`config.mk`:
```
export PLATFORM = sky130hd
export DESIGN_NAME = sniffed_mac_presence_table
export DESIGN_NICKNAME = d
export VERILOG_FILES = /design/src/hdl/smpt_pkg.sv /design/src/hdl/smpt_ram.sv /design/src/hdl/smpt_parser.sv /design/src/hdl/smpt_engine.sv /design/src/hdl/sniffed_mac_presence_table.sv
export VERILOG_INCLUDE_DIRS = /design/src /design/src/hdl
export SDC_FILE = /design/constraint.sdc
export NUM_CORES = 2
export LEC_CHECK = 0
export ABC_AREA = 0
export BUFFER_PORTS_ARGS = -buffer_cell sky130_fd_sc_hd__buf_4
export CORE_ASPECT_RATIO = 0.5
export CORE_MARGIN = 2
export CORE_UTILIZATION = 50
export CTS_BUF_LIST = sky130_fd_sc_hd__clkbuf_16
export CTS_CLUSTER_SIZE = 20
export DETAILED_ROUTE_END_ITERATION = 8
export PLACE_DENSITY = 0.63
export SLEW_MARGIN = 10
export SYNTH_ARGS = -nofsm -noshare
export SYNTH_HDL_FRONTEND = slang
export SYNTH_HIERARCHICAL = 1
export SYNTH_SLANG_ARGS = --single-unit
```
`constraint.sdc`:
```
create_clock -name clk -period 14.65 [get_ports clk]
set_input_delay 1.465 -clock clk [delete_from_list [all_inputs] [get_ports clk]]
set_output_delay 1.465 -clock clk [all_outputs]
set_load 0.005 [all_outputs]
```
`src/hdl/sniffed_mac_presence_table_macros.svh`:
```
// Assertion helpers for the presence table.
// Both expect clk and rst_n in scope.
`ifndef SNIFFED_MAC_PRESENCE_TABLE_MACROS_SVH
`define SNIFFED_MAC_PRESENCE_TABLE_MACROS_SVH

// Same-cycle implication.
`define SMPT_ASSERT_IMP(lbl, ante, cons) \
  lbl: assert property (@(posedge clk) disable iff (!rst_n) (ante) |-> (cons)) \
    else $error("smpt assertion failed");

// Next-cycle implication.
`define SMPT_ASSERT_NXT(lbl, ante, cons) \
  lbl: assert property (@(posedge clk) disable iff (!rst_n) (ante) |=> (cons)) \
    else $error("smpt assertion failed");

`endif

```
`src/hdl/smpt_pkg.sv`:
```
`default_nettype none
package smpt_pkg;

  localparam int MAC_W    = 48;
  localparam int RSSI_W   = 8;
  localparam int TIMER_W  = 20;
  localparam int CNT_W    = 5;
  localparam int CFG_IDX_W  = 3;
  localparam int CFG_DATA_W = 48;
  localparam int USER_REGS  = 4;

  localparam logic [CNT_W-1:0] CNT_MAX = 5'd31;

  // request kinds
  localparam logic REQ_BYTE = 1'b0;
  localparam logic REQ_TICK = 1'b1;

  // presence events
  localparam logic [1:0] EVT_NONE     = 2'd0;
  localparam logic [1:0] EVT_DETECTED = 2'd1;
  localparam logic [1:0] EVT_ABSENT   = 2'd2;

  // config register indexes
  localparam logic [CFG_IDX_W-1:0] CFG_SNIFF_ENABLE  = 3'd0;
  localparam logic [CFG_IDX_W-1:0] CFG_ABSENCE_TICKS = 3'd1;
  localparam logic [CFG_IDX_W-1:0] CFG_USER_MASK     = 3'd2;
  localparam logic [CFG_IDX_W-1:0] CFG_USER_MAC_A    = 3'd3;
  localparam logic [CFG_IDX_W-1:0] CFG_USER_MAC_B    = 3'd4;
  localparam logic [CFG_IDX_W-1:0] CFG_USER_MAC_C    = 3'd5;
  localparam logic [CFG_IDX_W-1:0] CFG_USER_MAC_D    = 3'd6;

  typedef struct packed {
    logic                              sniff_enable;
    logic [TIMER_W-1:0]                absence_ticks;
    logic [USER_REGS-1:0]              user_mask;
    logic [USER_REGS-1:0][MAC_W-1:0]   user_mac;
  } cfg_t;

  // parser view of the byte just taken
  typedef struct packed {
    logic              done;
    logic              good;
    logic [MAC_W-1:0]  mac;
    logic [RSSI_W-1:0] rssi;
  } frame_t;

  typedef struct packed {
    logic   go;
    logic   is_tick;
    frame_t frm;
  } start_t;

  // one table entry as stored in RAM
  typedef struct packed {
    logic [MAC_W-1:0]   mac;
    logic [RSSI_W-1:0]  rssi;
    logic [TIMER_W-1:0] timer;
    logic               is_user;
  } entry_t;

  typedef struct packed {
    logic              frame_good;
    logic              frame_bad;
    logic [MAC_W-1:0]  seen_mac;
    logic [RSSI_W-1:0] seen_rssi;
    logic              entry_added;
    logic              entry_dropped;
    logic [CNT_W-1:0]  user_count;
    logic [1:0]        presence_event;
  } result_t;

endpackage
`default_nettype wire

```
`src/hdl/smpt_ram.sv`:
```
`default_nettype none
module smpt_ram #(
  parameter int WIDTH = 8,
  parameter int DEPTH = 16
) (
  clk,
  we,
  waddr,
  wdata,
  raddr,
  rdata
);
  localparam int AW = (DEPTH > 1) ? $clog2(DEPTH) : 1;

  input  wire logic             clk;
  input  wire logic             we;
  input  wire logic [AW-1:0]    waddr;
  input  wire logic [WIDTH-1:0] wdata;
  input  wire logic [AW-1:0]    raddr;
  output      logic [WIDTH-1:0] rdata;

  logic [WIDTH-1:0] mem [DEPTH];

  always_ff @(posedge clk) begin
    if (we) begin
      mem[waddr] <= wdata;
    end
    rdata <= mem[raddr];
  end

endmodule
`default_nettype wire

```
`src/hdl/smpt_parser.sv`:
```
`default_nettype none
module smpt_parser (
  input  wire logic                clk,
  input  wire logic                rst_n,
  input  wire logic                byte_en,
  input  wire logic [7:0]          rx_byte,
  output      smpt_pkg::frame_t    frm
);
  import smpt_pkg::*;

  localparam logic [7:0] SYNC_BYTE    = 8'hFE;
  localparam logic [3:0] PH_SYNC_LAST = 4'd3;
  localparam logic [3:0] PH_MAC_FIRST = 4'd4;
  localparam logic [3:0] PH_MAC_LAST  = 4'd9;
  localparam logic [3:0] PH_RSSI      = 4'd10;
  localparam logic [3:0] PH_CSUM      = 4'd11;

  logic [3:0]        phase_r, phase_nxt;
  logic [7:0]        xor_r, xor_nxt;
  logic [MAC_W-1:0]  mac_r, mac_nxt;
  logic [RSSI_W-1:0] rssi_r, rssi_nxt;

  always_comb begin
    phase_nxt = phase_r;
    xor_nxt   = xor_r;
    mac_nxt   = mac_r;
    rssi_nxt  = rssi_r;
    frm.done  = 1'b0;
    frm.good  = (xor_r == rx_byte);
    frm.mac   = mac_r;
    frm.rssi  = rssi_r;
    if (byte_en) begin
      priority if (phase_r <= PH_SYNC_LAST) begin
        // a stray byte restarts the hunt and is not a first sync byte
        phase_nxt = (rx_byte == SYNC_BYTE) ? phase_r + 4'd1 : 4'd0;
      end else if (phase_r == PH_MAC_FIRST) begin
        mac_nxt   = MAC_W'(rx_byte);
        xor_nxt   = rx_byte;
        phase_nxt = phase_r + 4'd1;
      end else if (phase_r <= PH_MAC_LAST) begin
        mac_nxt   = {mac_r[MAC_W-9:0], rx_byte};
        xor_nxt   = xor_r ^ rx_byte;
        phase_nxt = phase_r + 4'd1;
      end else if (phase_r == PH_RSSI) begin
        rssi_nxt  = rx_byte;
        xor_nxt   = xor_r ^ rx_byte;
        phase_nxt = phase_r + 4'd1;
      end else if (phase_r == PH_CSUM) begin
        frm.done  = 1'b1;
        phase_nxt = 4'd0;
      end else begin
        phase_nxt = 4'd0;
      end
    end
  end

  always_ff @(posedge clk) begin
    if (!rst_n) begin
      phase_r <= 4'd0;
      xor_r   <= 8'd0;
      mac_r   <= '0;
      rssi_r  <= '0;
    end else begin
      phase_r <= phase_nxt;
      xor_r   <= xor_nxt;
      mac_r   <= mac_nxt;
      rssi_r  <= rssi_nxt;
    end
  end

endmodule
`default_nettype wire

```
`src/hdl/smpt_engine.sv`:
```
`default_nettype none
module smpt_engine #(
  parameter int TABLE_DEPTH = 16,
  parameter int USER_SLOTS  = 4
) (
  clk,
  rst_n,
  start,
  cfg,
  cfg_disable,
  idle,
  res_valid,
  res_take,
  res,
  ram_we,
  ram_waddr,
  ram_wdata,
  ram_raddr,
  ram_rdata
);
  import smpt_pkg::*;

  localparam int IW  = (TABLE_DEPTH > 1) ? $clog2(TABLE_DEPTH) : 1;
  localparam int UCW = $clog2(TABLE_DEPTH + 1);
  localparam logic [IW-1:0] LAST_IDX = IW'(TABLE_DEPTH - 1);

  input  wire logic                clk;
  input  wire logic                rst_n;
  input  wire smpt_pkg::start_t    start;
  input  wire smpt_pkg::cfg_t      cfg;
  input  wire logic                cfg_disable;
  output      logic                idle;
  output      logic                res_valid;
  input  wire logic                res_take;
  output      smpt_pkg::result_t   res;
  output      logic                ram_we;
  output      logic [IW-1:0]       ram_waddr;
  output      smpt_pkg::entry_t    ram_wdata;
  output      logic [IW-1:0]       ram_raddr;
  input  wire smpt_pkg::entry_t    ram_rdata;

  typedef enum logic [4:0] {
    ST_IDLE   = 5'b00001,
    ST_SCAN   = 5'b00010,
    ST_LAST   = 5'b00100,
    ST_COMMIT = 5'b01000,
    ST_DONE   = 5'b10000
  } state_t;

  state_t                 st_r, st_nxt;
  logic [IW-1:0]          idx_r, idx_nxt;
  logic                   chk_vld_r, chk_vld_nxt;
  logic [IW-1:0]          chk_idx_r, chk_idx_nxt;
  logic                   tick_r, tick_nxt;
  frame_t                 frm_r, frm_nxt;
  logic                   hit_r, hit_nxt;
  logic                   free_r, free_nxt;
  logic [IW-1:0]          free_idx_r, free_idx_nxt;
  logic                   added_r, added_nxt;
  logic                   dropped_r, dropped_nxt;
  logic [1:0]             evt_r, evt_nxt;
  logic [TABLE_DEPTH-1:0] valid_r, valid_nxt;
  logic [UCW-1:0]         ucnt_r, ucnt_nxt;
  logic [CNT_W-1:0]       prev_r, prev_nxt;

  logic [UCW+CNT_W-1:0]   ucnt_ext;
  logic [CNT_W-1:0]       cnt_sat;
  logic                   user_hit;
  logic                   cur_vld;

  assign ucnt_ext = (UCW+CNT_W)'(ucnt_r);
  assign cnt_sat  = (ucnt_ext > (UCW+CNT_W)'(CNT_MAX)) ? CNT_MAX : ucnt_ext[CNT_W-1:0];
  assign cur_vld  = valid_r[chk_idx_r];

  always_comb begin
    user_hit = 1'b0;
    for (int u = 0; u < USER_SLOTS; u++) begin
      if (cfg.user_mask[u] && (cfg.user_mac[u] == frm_r.mac)) begin
        user_hit = 1'b1;
      end
    end
  end

  always_comb begin
    st_nxt       = st_r;
    idx_nxt      = idx_r;
    tick_nxt     = tick_r;
    frm_nxt      = frm_r;
    hit_nxt      = hit_r;
    free_nxt     = free_r;
    free_idx_nxt = free_idx_r;
    added_nxt    = added_r;
    dropped_nxt  = dropped_r;
    evt_nxt      = evt_r;
    valid_nxt    = valid_r;
    ucnt_nxt     = ucnt_r;
    prev_nxt     = prev_r;
    ram_we       = 1'b0;
    ram_waddr    = chk_idx_r;
    ram_wdata    = ram_rdata;
    ram_raddr    = idx_r;
    chk_vld_nxt  = (st_r == ST_SCAN);
    chk_idx_nxt  = idx_r;

    if (cfg_disable) begin
      prev_nxt = cnt_sat;
    end

    unique case (st_r)
      ST_IDLE: begin
        if (start.go) begin
          tick_nxt    = start.is_tick;
          frm_nxt     = start.is_tick ? '0 : start.frm;
          hit_nxt     = 1'b0;
          free_nxt    = 1'b0;
          added_nxt   = 1'b0;
          dropped_nxt = 1'b0;
          evt_nxt     = EVT_NONE;
          idx_nxt     = '0;
          st_nxt      = (start.is_tick || (start.frm.done && start.frm.good)) ?
                        ST_SCAN : ST_DONE;
        end
      end
      ST_SCAN: begin
        if (idx_r == LAST_IDX) begin
          st_nxt = ST_LAST;
        end else begin
          idx_nxt = idx_r + IW'(1);
        end
      end
      ST_LAST: begin
        st_nxt = ST_COMMIT;
      end
      ST_COMMIT: begin
        if (tick_r) begin
          if (cfg.sniff_enable) begin
            if ((cnt_sat == '0) && (prev_r != '0)) begin
              evt_nxt = EVT_ABSENT;
            end else if ((cnt_sat != '0) && (prev_r == '0)) begin
              evt_nxt = EVT_DETECTED;
            end
          end
          prev_nxt = cnt_sat;
        end else if (!hit_r) begin
          if (free_r) begin
            ram_we            = 1'b1;
            ram_waddr         = free_idx_r;
            ram_wdata.mac     = frm_r.mac;
            ram_wdata.rssi    = frm_r.rssi;
            ram_wdata.timer   = cfg.absence_ticks;
            ram_wdata.is_user = user_hit;
            valid_nxt[free_idx_r] = 1'b1;
            if (user_hit) begin
              ucnt_nxt = ucnt_r + UCW'(1);
            end
            added_nxt = 1'b1;
          end else begin
            dropped_nxt = 1'b1;
          end
        end
        st_nxt = ST_DONE;
      end
      ST_DONE: begin
        if (res_take) begin
          st_nxt = ST_IDLE;
        end
      end
      default: begin
        st_nxt = ST_IDLE;
      end
    endcase

    // read data for chk_idx_r is back: age it or match it
    if (chk_vld_r) begin
      if (tick_r) begin
        if (cur_vld) begin
          if (ram_rdata.timer != '0) begin
            ram_we          = 1'b1;
            ram_wdata.timer = ram_rdata.timer - TIMER_W'(1);
          end else begin
            valid_nxt[chk_idx_r] = 1'b0;
            if (ram_rdata.is_user) begin
              ucnt_nxt = ucnt_r - UCW'(1);
            end
          end
        end
      end else begin
        if (cur_vld && (ram_rdata.mac == frm_r.mac) && !hit_r) begin
          hit_nxt         = 1'b1;
          ram_we          = 1'b1;
          ram_wdata.rssi  = frm_r.rssi;
          ram_wdata.timer = cfg.absence_ticks;
        end else if (!cur_vld && !free_r) begin
          free_nxt     = 1'b1;
          free_idx_nxt = chk_idx_r;
        end
      end
    end
  end

  always_ff @(posedge clk) begin
    if (!rst_n) begin
      st_r      <= ST_IDLE;
      chk_vld_r <= 1'b0;
      valid_r   <= '0;
      ucnt_r    <= '0;
      prev_r    <= '0;
    end else begin
      st_r      <= st_nxt;
      chk_vld_r <= chk_vld_nxt;
      valid_r   <= valid_nxt;
      ucnt_r    <= ucnt_nxt;
      prev_r    <= prev_nxt;
    end
  end

  always_ff @(posedge clk) begin
    idx_r      <= idx_nxt;
    chk_idx_r  <= chk_idx_nxt;
    tick_r     <= tick_nxt;
    frm_r      <= frm_nxt;
    hit_r      <= hit_nxt;
    free_r     <= free_nxt;
    free_idx_r <= free_idx_nxt;
    added_r    <= added_nxt;
    dropped_r  <= dropped_nxt;
    evt_r      <= evt_nxt;
  end

  assign idle      = (st_r == ST_IDLE);
  assign res_valid = (st_r == ST_DONE);

  always_comb begin
    res.frame_good     = frm_r.done && frm_r.good;
    res.frame_bad      = frm_r.done && !frm_r.good;
    res.seen_mac       = frm_r.done ? frm_r.mac : '0;
    res.seen_rssi      = frm_r.done ? frm_r.rssi : '0;
    res.entry_added    = added_r;
    res.entry_dropped  = dropped_r;
    res.user_count     = cnt_sat;
    res.presence_event = evt_r;
  end

endmodule
`default_nettype wire

```
`src/hdl/sniffed_mac_presence_table.sv`:
```
// Channel   Direction  Handshake            Payload
// in_       input      in_valid/in_ready    in_req_type, in_rx_byte
// out_      output     out_valid/out_ready  frame flags, MAC, RSSI, add/drop, count, event
// cfg_      input      cfg_we (no wait)     cfg_index, cfg_wdata
//
// A byte that does not close a frame, or closes it with a bad checksum, goes straight to the result state.
// For a good frame end or a tick the table RAM read port visits every entry once,
// then the last-read, commit and result states follow.
// Reset is synchronous; valid bits live in flip-flops, so there is no clearing pass.
// A new request is taken while the previous result still waits in the output register.
`default_nettype none
`include "sniffed_mac_presence_table_macros.svh"
module sniffed_mac_presence_table #(
  parameter int TABLE_DEPTH = 16,
  parameter int USER_SLOTS  = 4
) (
  input  wire logic                             clk,
  input  wire logic                             rst_n,
  // request channel
  input  wire logic                             in_valid,
  output      logic                             in_ready,
  input  wire logic                             in_req_type,
  input  wire logic [7:0]                       in_rx_byte,
  // result channel
  output      logic                             out_valid,
  input  wire logic                             out_ready,
  output      logic                             out_frame_good,
  output      logic                             out_frame_bad,
  output      logic [smpt_pkg::MAC_W-1:0]       out_seen_mac,
  output      logic [smpt_pkg::RSSI_W-1:0]      out_seen_rssi,
  output      logic                             out_entry_added,
  output      logic                             out_entry_dropped,
  output      logic [smpt_pkg::CNT_W-1:0]       out_user_count,
  output      logic [1:0]                       out_presence_event,
  // configuration
  input  wire logic                             cfg_we,
  input  wire logic [smpt_pkg::CFG_IDX_W-1:0]   cfg_index,
  input  wire logic [smpt_pkg::CFG_DATA_W-1:0]  cfg_wdata
);
  import smpt_pkg::*;

  localparam int IW = (TABLE_DEPTH > 1) ? $clog2(TABLE_DEPTH) : 1;

  cfg_t     cfg_r;
  logic     cfg_disable;

  logic     in_accept;
  frame_t   frm;
  start_t   start;

  logic     eng_idle;
  logic     res_valid;
  logic     res_take;
  result_t  res;

  result_t  out_r;
  logic     out_valid_r, out_valid_nxt;

  logic          ram_we;
  logic [IW-1:0] ram_waddr;
  entry_t        ram_wdata;
  logic [IW-1:0] ram_raddr;
  entry_t        ram_rdata;

  // ---- configuration registers ----
  // Writing 0 to sniff_enable snapshots the user count so a later
  // re-enable does not fire a stale event.
  assign cfg_disable = cfg_we && (cfg_index == CFG_SNIFF_ENABLE) && !cfg_wdata[0];

  always_ff @(posedge clk) begin
    if (!rst_n) begin
      cfg_r.sniff_enable  <= 1'b1;
      cfg_r.absence_ticks <= TIMER_W'(600);
      cfg_r.user_mask     <= '0;
      cfg_r.user_mac      <= '0;
    end else if (cfg_we) begin
      unique case (cfg_index)
        CFG_SNIFF_ENABLE:  cfg_r.sniff_enable  <= cfg_wdata[0];
        CFG_ABSENCE_TICKS: cfg_r.absence_ticks <= cfg_wdata[TIMER_W-1:0];
        CFG_USER_MASK:     cfg_r.user_mask     <= cfg_wdata[USER_REGS-1:0];
        CFG_USER_MAC_A:    cfg_r.user_mac[0]   <= cfg_wdata[MAC_W-1:0];
        CFG_USER_MAC_B:    cfg_r.user_mac[1]   <= cfg_wdata[MAC_W-1:0];
        CFG_USER_MAC_C:    cfg_r.user_mac[2]   <= cfg_wdata[MAC_W-1:0];
        CFG_USER_MAC_D:    cfg_r.user_mac[3]   <= cfg_wdata[MAC_W-1:0];
        default: ;  // index out of range: ignored
      endcase
    end
  end

  // ---- request intake ----
  // The engine takes a request only when idle; the parser state moves at
  // the same edge so its frame view lines up with the request.
  assign in_ready  = eng_idle;
  assign in_accept = in_valid && in_ready;

  smpt_parser u_parser (
    .clk     (clk),
    .rst_n   (rst_n),
    .byte_en (in_accept && (in_req_type == REQ_BYTE)),
    .rx_byte (in_rx_byte),
    .frm     (frm)
  );

  always_comb begin
    start.go      = in_accept;
    start.is_tick = (in_req_type == REQ_TICK);
    start.frm     = frm;
  end

  // ---- table scan engine and entry RAM ----
  smpt_engine #(
    .TABLE_DEPTH (TABLE_DEPTH),
    .USER_SLOTS  (USER_SLOTS)
  ) u_engine (
    .clk         (clk),
    .rst_n       (rst_n),
    .start       (start),
    .cfg         (cfg_r),
    .cfg_disable (cfg_disable),
    .idle        (eng_idle),
    .res_valid   (res_valid),
    .res_take    (res_take),
    .res         (res),
    .ram_we      (ram_we),
    .ram_waddr   (ram_waddr),
    .ram_wdata   (ram_wdata),
    .ram_raddr   (ram_raddr),
    .ram_rdata   (ram_rdata)
  );

  smpt_ram #(
    .WIDTH ($bits(entry_t)),
    .DEPTH (TABLE_DEPTH)
  ) u_ram (
    .clk   (clk),
    .we    (ram_we),
    .waddr (ram_waddr),
    .wdata (ram_wdata),
    .raddr (ram_raddr),
    .rdata (ram_rdata)
  );

  // ---- output register ----
  // Loads when empty or being drained this cycle.
  assign res_take = res_valid && (!out_valid_r || out_ready);

  always_comb begin
    out_valid_nxt = out_valid_r;
    if (res_take) begin
      out_valid_nxt = 1'b1;
    end else if (out_ready) begin
      out_valid_nxt = 1'b0;
    end
  end

  always_ff @(posedge clk) begin
    if (!rst_n) begin
      out_valid_r <= 1'b0;
    end else begin
      out_valid_r <= out_valid_nxt;
    end
  end

  always_ff @(posedge clk) begin
    if (res_take) begin
      out_r <= res;
    end
  end

  assign out_valid          = out_valid_r;
  assign out_frame_good     = out_r.frame_good;
  assign out_frame_bad      = out_r.frame_bad;
  assign out_seen_mac       = out_r.seen_mac;
  assign out_seen_rssi      = out_r.seen_rssi;
  assign out_entry_added    = out_r.entry_added;
  assign out_entry_dropped  = out_r.entry_dropped;
  assign out_user_count     = out_r.user_count;
  assign out_presence_event = out_r.presence_event;

  // ---- assertions ----
  `SMPT_ASSERT_NXT(a_busy_after_accept, in_accept, !in_ready)
  `SMPT_ASSERT_IMP(a_good_bad_excl, out_valid_r, !(out_r.frame_good && out_r.frame_bad))
  `SMPT_ASSERT_IMP(a_add_needs_good,
                   out_valid_r && (out_r.entry_added || out_r.entry_dropped),
                   out_r.frame_good && !(out_r.entry_added && out_r.entry_dropped))
  `SMPT_ASSERT_IMP(a_event_code, out_valid_r,
                   (out_r.presence_event == EVT_NONE) ||
                   (out_r.presence_event == EVT_DETECTED) ||
                   (out_r.presence_event == EVT_ABSENT))

endmodule
`default_nettype wire
```
# Word-level counts from Yosys, hierarchy flattened
# Memory sizes are Yosys's and may differ from the RTL's. A register that Yosys moved wholly into a read port is not among the register bits.
# Index checks and enable logic that the tools add are counted.
[classes]
n_addsub = 5
order_cmp = 7
n_eq_ne = 33
muxes = 109
n_bitwise = 10
reduce_logical = 55
[ops]
columns = ["op", "n"]
rows = [
  ["2-to-1 mux 77 bit", 4],
  ["== test 48 bit", 5],
  ["2-to-1 mux 16 bit", 8],
  ["2-to-1 mux 48 bit", 2],
  ["2-to-1 mux 5 bit", 18],
  ["2-to-1 mux 20 bit", 3],
  ["2-to-1 mux 28 bit", 2],
  ["2-to-1 mux 1 bit", 44],
  ["2-to-1 mux 4 bit", 11],
  ["2-to-1 mux 8 bit", 4],
  ["one-hot mux 5 bit (5 select lines)", 1],
  ["AND reduction 5 bit", 4],
  ["nonzero test 20 bit", 1],
  ["subtractor 20 x 1 -> 20 bit (second input constant)", 1],
  ["logical AND 1 bit", 19],
  ["bitwise AND 16 bit", 1],
  ["NOT 16 bit", 1],
  ["OR 16 bit", 1],
  ["AND reduction 2 bit", 8],
  ["== test 4 bit (second input constant)", 3],
  ["inequality test 2 bit (second input constant)", 6],
  ["AND reduction 3 bit", 4],
  ["zero test 5 bit", 2],
  ["less-than comparator 4 x 5 -> 1 bit (second input constant)", 2],
  ["35 further kinds", 64],
]
[totals]
register_bits = 462
mem_bits_rw = 1232
input_bits = 65
out_inout_bits = 69
word_cells = 258
n_memories = 1
[memory_table]
columns = ["memory", "depth", "word_bits", "read_ports", "rd_ports_with_merged_regs", "write_ports", "line_no", "source"]
rows = [
  ["u_ram.mem", 16, 77, 1, 1, 1, "smpt_ram.sv:22", "logic [WIDTH-1:0] mem [DEPTH];"],
]

# Longest topological paths before layout
[logic_depth]
ltp_word = 16
ltp_mapped = 11

# Modules after synthesis
# Netlist, hierarchy kept.
[modules_own_cells]
columns = ["mod", "instances", "cells_per_inst", "area_per_inst_um2", "seq_area_each_um2"]
rows = [
  ["smpt_ram", 1, 1978, 47575.6, 38537.0],
  ["sniffed_mac_presence_table", 1, 844, 10027.1, 6376.1],
  ["smpt_engine", 1, 1278, 10023.4, 2892.8],
  ["smpt_parser", 1, 381, 3193.1, 1361.3],
]

# Worst setup path before layout
# Ideal clock, no wire load.
[synth_path]
path_type = "register -> register"
start = "reg u_engine/frm_r[31] (netlist bit)"
end = "mem u_ram/mem[0][0] (netlist bit), enable pin"
setup_ns = 0.607
arrival_ns = 7.676
setup_slack_ns = 6.368
path_stages_with_launch = 12
synth_period_minus_slack_ns = 8.282
path_cell_list = "edfxtp_1 buf_2 nor2b_1 a2111o_1 a2111oi_0 nand4_1 o31ai_2 nor2_1 buf_4 inv_2 or3b_1 nor3_1"
[synth_between]
elab_chain_cells = 8
[synth_rtl]
columns = ["element", "line_no", "source"]
rows = [
  ["from (decl)", "smpt_engine.sv:55", "frame_t frm_r, frm_nxt;"],
  ["from (signal assigned)", "smpt_engine.sv:221", "frm_r <= frm_nxt;"],
  ["== test 48 bit", "smpt_engine.sv:188", "if (cur_vld && (ram_rdata.mac == frm_r.mac) && !hit_r) begin"],
  ["logical AND 1 bit (2 in a row)", "smpt_engine.sv:188", ""],
  ["2-to-1 mux 1 bit", "smpt_engine.sv:188", ""],
  ["2-to-1 mux 1 bit", "smpt_engine.sv:175", "if (tick_r) begin"],
  ["2-to-1 mux 1 bit", "smpt_engine.sv:174", "if (chk_vld_r) begin"],
  ["net ram_we", "sniffed_mac_presence_table.sv:59", "logic ram_we;"],
  ["2-to-1 mux 1 bit", "smpt_ram.sv:25", "if (we) begin"],
  ["2-to-1 mux 1 bit (not written as such)", "smpt_ram.sv:26", "mem[waddr] <= wdata;"],
  ["to (decl)", "smpt_ram.sv:22", ""],
]
# The timed path passes the listed nets, and every way through them passes these cells.

# Worst setup path in the final report
[layout_path]
start = "reg u_engine/frm_r[14] (netlist bit)"
end = "mem u_ram/mem[1][46] (netlist bit), enable pin"
# Same word-level chain as after synthesis.

==> metrics.md <==
| Metric | Value |
|---|---|
| Via count | 38584 |
| CP Depth | 11 |
| DRC | 0 |
| Cell depth of the worst flop-to-flop path | 11 |
| Worst hold stages | 0 |
| Starting Density | 50.2% |
| Slew Viols, Final | 0 |
| Worst path max stage delay | around 0.83 ns |
| DR iter-0 viols | between 5000 and 6000 |
| Setup tns final | 0 ns |
| RSZ-0062 raised after global routing | false |
| Cells along the critical path | xnor2_1 > nand4_1 > nor4_1 > nand4_1 > o31ai_4 > buf_4 > nor2_1 > inv_2 > or3b_1 > nor2_4 > buf_4 |
| RD Place Congestion | 0.964 |
| Tmin final | ~6 ns |
| Vias per std cell | 6.17 |
| Syn Area/Cell | 15.4 um^2 |
| Initial antenna violation count | 10 |
| First-pass GRT wire length | 267000 um |
| Final Cycle Share | between 30% and 40% |
| Crit path required time | 15.04 ns |
| Hold crit path type | flop to flop |
| CTS tree | done |
| Clk_skew | 0.0267 ns |
| Crit. End Element | flop |
| Hold Buf Count CTS | 0 |
| Crit Path Class | flop to flop |
| Row count | between 90 and 100 |
| Die Width | 517 um |
| Worst Path Arrival | 6.23 ns |
| Post-DP HPWL | 123000 um |
| P&R area growth vs syn | 11.0% |
| WL final | 189000 um |
| Post-CTS resize count | 0 |
| Clock slew at reported path FFs | 0.07 ns |
| Tot GR Track Use | 28.0% |
| FMAX | roughly 0.17 GHz |
| Number of global-route vias before repair | 36418 |
| Hold slack | 0.415 ns |
| Slew margin rel. | a little over a fifth |
| Post-route ant nets | 0 |
| Die ar. | around 130000 um^2 |
| Total congestion overflow | 0 |
| # H-tree levels | 4 |
| Share of layout cells above drive strength 1 | about 17% |
| Largest net degree at the start of global routing | 137 |
| Synth warn | 6 |
| Post-route total power | about 12000 uW |
| Fin. Hold Viols | 0 |
| Startpoint Class | flop |
| Fill count | between 10000 and 15000 |
| CTS Buf Count | 145 |
| Status | finished clean |
| Final nets | around 4400 |
| Clk_lat worst skew | ~0.79 ns |
| Mean routed wirelength per cell | 30.2 um |
| Postcts setup bufs | 0 |
| Core area | 131000 um^2 |
| Maximum VDD drop | approximately 110 uV |
| Clk sink count | 1635 |
| Port bufs | roughly 130 |
| Most common cell after layout, fill and taps aside | edfxtp_1 |
| Final instance area | 73100 um^2 |
| Final setup fails | 0 |
| Pleak | 0.0248 uW |
| Delay-heaviest family, CP | simple AND/OR/NAND/NOR gates |
| Synthesized cell area | 65900 um^2 |
| Synthesized instance count | ~4300 |
| Pre-Repair DR Iteration Count | 5 |
| Max-Cap Viols | 0 |
| WP buf/inv | 3 |
| CP max FO | 51 |
| Slew at the pin closest to its max-slew limit | 1.18 ns |
| Syn Nets | 4356 |
| DP Area | approximately 70000 um^2 |
| DIE HEIGHT | 261 um |
| Clock Tree Buf Depth | 3 |
| Most frequent cells in the layout | 1242 x edfxtp_1, 534 x nand2_1, 393 x dfxtp_1 |
| Pwr Density | about 170 nW/um^2 |
| Num ports | approximately 130 |
| CTS root buf | clkbuf_16 |
| Slowest CP cell | nor4_1 |
metrics by stage:
step	setup slack, ns	std cells	util [%]
2_1_floorplan	6.93	4281	-
3_3_place_gp	9.00	5975	52.2
3_5_place_dp	8.96	5976	52.2
4_1_cts	8.91	6239	55.7
5_1_grt	8.70	6244	55.7
6_report	8.81	6252	55.7
path summary, 6_finish.rpt:
path,slack (ns),startpoint,to
min reg2reg,0.42,u_engine/evt_r[0],out_presence_event[0]
max reg2reg,8.81,u_engine/frm_r[14],u_ram/mem[1][46]
max,8.81,u_engine/frm_r[14],u_ram/mem[1][46]
min,0.42,u_engine/evt_r[0],out_presence_event[0]
sequential cells by signal (all words and copies together), names as in the netlist, 16 cells and up:
register and cells:
u_ram/mem 1104, cfg_r 217, u_ram/rdata 69, u_engine/frm_r 58
out_seen_mac 48, u_parser/mac_r 48, u_engine/valid_r 16
per-layer routing:
metal | track usage (%) | up-vias | share of wire [%]
met2 | 40.3 | 1836 | 43
met5 | 0 | - | 0.0090
met4 | 6.60 | 2 | 2.0
met3 | 5.92 | 220 | 9.6
met1 | 43.6 | 20131 | 45
li1 | - | 16395 | -
power by group:
group          total, uW  internal (uW)  leakage (uW)  switching [uW]
registers           5900           5670        0.0145             229
clock network       3750           2020       0.00237            1730
logic               2560            788       0.00798            1770
total              12200           8480        0.0248            3730
area by class of cell:
| type | count | area (um^2) | area share (%) |
|---|---|---|---|
| clock buffers | 149 | 3730 | 5.10 |
| diodes | 8 | 20.0 | 0.0274 |
| inverters | 43 | 161 | 0.221 |
| repair buffers | 220 | 1680 | 2.30 |
| multi-input cells | 2307 | 19300 | 26.3 |
| clock inverters | 114 | 855 | 1.17 |
| well taps | 1776 | 2220 | 3.04 |
| flip-flops and latches | 1635 | 45200 | 61.8 |
Note: power is estimated with default switching activity, not from simulation.
